==> config.mk <==
export PLATFORM = sky130hd
export DESIGN_NAME = srlp_cell
export DESIGN_NICKNAME = d
export VERILOG_FILES = /design/src/hdl/srlp_pkg.sv /design/src/hdl/srlp_cell.sv
export SDC_FILE = /design/constraint.sdc
export NUM_CORES = 1
export LEC_CHECK = 0
export CORE_AREA = 2 2 300 302
export CTS_CLUSTER_DIAMETER = 80
export DETAILED_ROUTE_END_ITERATION = 8
export DIE_AREA = 0 0 302 304
export DONT_BUFFER_PORTS = 1
export GPL_TIMING_DRIVEN = 0
export PLACE_DENSITY = 0.31
export SLEW_MARGIN = 30
export SYNTH_ARGS = -nofsm -noshare
export SYNTH_HDL_FRONTEND = slang
export SYNTH_SLANG_ARGS = --single-unit
==> constraint.sdc <==
create_clock -name clock -period 8.2 [get_ports clock]
set_input_delay 0.41 -clock clock [delete_from_list [all_inputs] [get_ports clock]]
set_output_delay 0.41 -clock clock [all_outputs]
set_load 0.01 [all_outputs]
==> src/hdl/srlp_pkg.sv <==
// Package: shared constants, payload structs and cell control type for the sorted record list.
package srlp_pkg;

   localparam int CAPACITY_DEFAULT = 32;
   localparam int LIMIT_WIDTH      = 24;
   localparam int LEN_WIDTH        = 6;

   localparam logic OP_INSERT  = 1'b0;
   localparam logic OP_READOUT = 1'b1;

   localparam logic [1:0] KIND_ACK   = 2'd0;
   localparam logic [1:0] KIND_ENTRY = 2'd1;
   localparam logic [1:0] KIND_EMPTY = 2'd2;

   typedef struct packed {
      logic        operation;
      logic [63:0] first_stamp;
      logic [63:0] last_stamp;
      logic [31:0] data_offset;
      logic [15:0] point_count;
      logic [15:0] data_bytes;
      logic        compressed;
   } req_type;

   typedef struct packed {
      logic [1:0]  kind;
      logic [63:0] entry_start_time;
      logic [63:0] entry_end_time;
      logic [31:0] entry_offset;
      logic [15:0] entry_point_count;
      logic [15:0] entry_length;
      logic        entry_compressed;
      logic [5:0]  list_length;
      logic        overflow;
      logic        last;
   } rsp_type;

   // One stored record.
   typedef struct packed {
      logic [63:0] first_stamp;
      logic [63:0] last_stamp;
      logic [31:0] data_offset;
      logic [15:0] point_count;
      logic [15:0] data_bytes;
      logic        compressed;
   } rec_type;

   // Control broadcast to every cell.
   typedef struct packed {
      logic insert;   // cells at or past the insert point shift right, key cell loads
      logic shift;    // whole chain shifts one toward the head (read-out)
   } cell_ctrl_type;

endpackage

==> src/hdl/srlp_cell.sv <==
// Module: one storage cell of the sorted chain.
module srlp_cell (
   input  logic                    clock,
   input  srlp_pkg::cell_ctrl_type ctrl,
   input  srlp_pkg::rec_type       new_rec,
   input  srlp_pkg::rec_type       left_rec,
   input  logic                    left_greater,
   input  logic                    vacant,
   input  srlp_pkg::rec_type       right_rec,
   output srlp_pkg::rec_type       rec,
   output logic                    greater
);

   srlp_pkg::rec_type rec_ff, rec_in;

   // Stored start time strictly later than the new key: insert goes in front.
   assign greater = rec_ff.first_stamp > new_rec.first_stamp;
   assign rec     = rec_ff;

   always_comb begin
      rec_in = rec_ff;
      if (ctrl.shift) begin
         rec_in = right_rec;
      end else if (ctrl.insert && (greater || vacant)) begin
         rec_in = left_greater ? left_rec : new_rec;
      end
   end

   always_ff @(posedge clock) begin
      rec_ff <= rec_in;
   end

endmodule

# Yosys cells after proc, flatten, opt, wreduce, memory -nomap -nowiden
# Cells that the tools add are included.
[totals]
in_bits = 584
wordCells = 13
register_bits = 193
output_inout_bits = 194
[classes]
reduce_logical = 3
n_mux = 3
n_lt_le_gt_ge = 1
[ops]
columns = ["op", "n"]
rows = [
  ["2-to-1 mux 193 bit", 3],
  ["> comparator 64 bit", 1],
  ["nonzero test 2 bit", 1],
  ["logical AND 1 bit", 1],
  ["logical OR 1 bit", 1],
]

# Depth between registers and ports, before layout
[logic_depth]
ltp_word = 5
mapped_depth = 8
depth_no_buf = 8

# Worst setup path after synthesis
# No wires, ideal clock.
[synth_path]
kind = "register -> register"
from = "reg rec_ff (netlist bit rec[159])"
to = "reg rec_ff (netlist bit rec[0]), enable pin"
setup_ns = 0.564
path_stages_with_launch = 7
n_path_buf = 0
arrival_time_ns = 6.005
period_less_slack_ns = 6.569
required_time_ns = 7.636
slack_ns = 1.631
path_cell_list = "edfxtp_1 -> ha_1 -> nand4_2 -> or4_4 -> nor3_1 -> o31a_1 -> or3_1"
[synth_via]
elab_chain_len = 4
[synth_lines]
columns = ["element", "line_no", "text"]
rows = [
  ["from (decl)", "srlp_cell.sv:14", "srlp_pkg::rec_type rec_ff, rec_in;"],
  ["from (signal assigned)", "srlp_cell.sv:30", "rec_ff <= rec_in;"],
  ["> comparator 64 bit", "srlp_cell.sv:17", "assign greater = rec_ff.first_stamp > new_rec.first_stamp;"],
  ["logical OR 1 bit", "srlp_cell.sv:24", "end else if (ctrl.insert && (greater || vacant)) begin"],
  ["logical AND 1 bit", "srlp_cell.sv:24", ""],
  ["nonzero test 2 bit (no line)", "--", ""],
]
# No other way between the ends.
# A chain may end at the register's enable or synchronous reset.

# Worst setup path after layout
[layout_path]
from = "reg rec_ff (netlist bit rec[149])"
to = "reg rec_ff (netlist bit rec[64]), enable pin"
# Same word-level chain as after synthesis.

==> impl_results.md <==
- Max reg flops: 193
- RSZ-0062 raised after global routing: false
- Min-delay src: right_rec[73]
- Reg-to-reg startpoint: rec[149]$_DFFE_PP_
- FILL cells: 9,969
- Highest Signal Layer: met5
- WL final: 54,400 um
- CTS Sinks: 193
- Initial antenna violation count: 11
- DR iter-0 viols: 514
- Slowest stage delay, CP: 0.70 ns
- Relative slew slack: 35.6%
- Fin crit period: 4.18 ns
- CP most frequent cell: buf_16
- Setup crit start kind: flip-flop
- Most common cell after layout, fill and taps aside: nand2_1
- Clock skew: 0.00797 ns
- VDD IR max: 148 uV
- Area growth, synth to finish: 19.5%
- Die Wd: 302 um
- Ys flop type: edfxtp_1
- CP Buf/Inv Count: 2
- Mapped Cells: 1,074
- H-Tree Depth: 4
- Power Total: 2.70 mW
- First-pass GRT wire length: 73,300 um
- Post-DRT Antenna Nets: 0
- Post-synth EDFFs: 193
- Metal-1 WL: 20,500 um
- Synth area leaders: edfxtp_1 (51%), mux2i_1 (17%), o21ai_0 (8.9%)
- Syn Area/Cell: 10.6 um^2
- Clock transition at path regs: 0.08 ns
- Hold Crit Class: in2reg
- PortBufs: 0
- Crit path DAT: 4.40 ns
- Syn nets: 1,722
- Slowest CP cell: or4_4
- Outcome: completed
- Multi-input gate area: 5060 um^2
- Clock buffer depth: 2
- Warnings, synthesis: 0
- Most frequent cells in the layout: nand2_1 (207), o21ai_0 (201), mux2i_1 (193), edfxtp_1 (193), inv_1 (66)
- Total congestion overflow: 0
- Worst-path cell chain: ha_1, nand4_1, or4_4, o41ai_2, a211oi_1, o31a_1, or3_4, buf_16, buf_16
- Met2 wire len: 27,700 um
- Initial Util: 12.7%
- Met3 WL: 4580 um
- Largest net degree at the start of global routing: 48
- Cts bufs inserted: 17
- Critical-path maximum fanout: 47
- CTS resizes: 0
- Final period util: 51.0%
- Total GRT Usage: 11.5%
- Sequential cell area fraction in the yosys report: 51.1%
- Leak: 5.30 nW
- Crit end category: flip-flop
- FP Rows: 110
- Post-synth cell types: 32
- Hold buffers post-CTS: 0
- Final hold violations: 0
- Fraction of registers with async set/reset: 0%
- Fin. max-slew vios: 0
- Full die area: 91,800 um^2
- Power Dens Cells: 199 nW/um^2
- Die Y: 304 um
- Kind of cell adding the most delay to the critical path: simple AND/OR/NAND/NOR gates
- #FFs+latches synth: 193
- Root Driver: clkbuf_16
- Leading area contributor after synthesis: edfxtp_1
- Number of vias per cell: 3.80
- Fmax: 0.239 GHz
- Cell area after synthesis: 11,300 um^2
- Fraction of layout cells with a size suffix above 1: 4.23%
- Setup-failing EPs final: 0
- Post-synth top area share: 51.1%
- Final #Nets: 1,745
- Via count: 8,714
- Clk_lat worst skew: 0.49 ns
- WL/cell: 23.8 um
- Worst Setup SP: rec[149]$_DFFE_PP_
- Remaining routing DRC violations: 0
- Routability Congestion: 0.855
- Core ar.: 89,000 um^2
- Final TNS setup: 0 ns
- Post-DP HPWL: 45,200 um
- # IOs: 778
- Post-CTS Setup Repair Bufs: 0
- Worst Path Required: 8.41 ns
- CP Class: reg2reg
- Drt pass-1 iters: 5
- Number of max-cap violations: 0
- CTS tree: built
- Reg area: 5800 um^2
- Number of global-route vias before repair: 9,394
- Least-Margin Pin Slew: 0.966 ns
==> final timing paths <==
| check | to | slack (ns) | cells after the start |
|---|---|---|---|
| setup / recovery | rec[64]$_DFFE_PP_ | 4.02 | 9 |
| hold / removal | rec[73]$_DFFE_PP_ | 0.11 | 2 |
| setup reg to reg | rec[64]$_DFFE_PP_ | 4.02 | 9 |
| hold reg to reg | rec[146]$_DFFE_PP_ | 1.54 | 5 |
==> Yosys cell counts, types with 4 or more instances <==
cell	instances
a21oi_1	30
buf_1	16
clkbuf_1	48
edfxtp_1	193
ha_1	64
inv_1	66
mux2i_1	193
nand2_1	207
nand3_1	4
nand4_1	15
nor3_1	4
o21ai_0	202
==> worst reg2reg max path, stage by stage (launching register included) <==
cell	delay, ns
edfxtp_1	0.61
ha_1	0.40
nand4_1	0.40
or4_4	0.71
o41ai_2	0.40
a211oi_1	0.10
o31a_1	0.12
or3_4	0.55
buf_16	0.27
buf_16	0.29
==> layout make-up <==
type	count	area share (%)
repair buffers	4	0.812
clock buffers	18	3.16
well taps	1176	10.8
inverters	66	1.83
flip-flops and latches	193	42.7
clock inverters	14	1.29
diodes	5	0.0923
plain buffers	65	1.89
multi-input cells	750	37.3
==> power by group <==
part           switching (mW)  internal [mW]
logic                   0.251          0.141
clock network           0.438          0.486
registers               0.147           1.24
==> stage by stage <==
stage | utilization, % | instances | area (um^2) | hold slack (ns) | setup WS (ns)
2_1_floorplan | - | 1074 | 11300 | 0.597 | 1.63
3_3_place_gp | 14.4 | 2250 | 12800 | 0.607 | -1.80
3_5_place_dp | 14.5 | 2254 | 12900 | 0.609 | 3.98
4_1_cts | 15.2 | 2286 | 13500 | 0.0384 | 3.96
5_1_grt | 15.2 | 2289 | 13600 | 0.0672 | 3.73
6_report | 15.2 | 2291 | 13600 | 0.107 | 4.02
==> metal layers <==
layer / up-vias / GRT usage, %
li1: 3955 / -
met1: 4167 / 12.6
met2: 509 / 20.4
met5: - / 0
met4: 2 / 4.70
met3: 81 / 3.84
==> logic make-up after synthesis <==
logic type	after synthesis	synth area share, %
flops	193	51.1
mux	193	17.0
fa+ha+maj	64	7.06
compound gates	251	11.7
simple gates	242	8.83
buf+inv	131	4.34
Power figures use the tool's default switching activity.
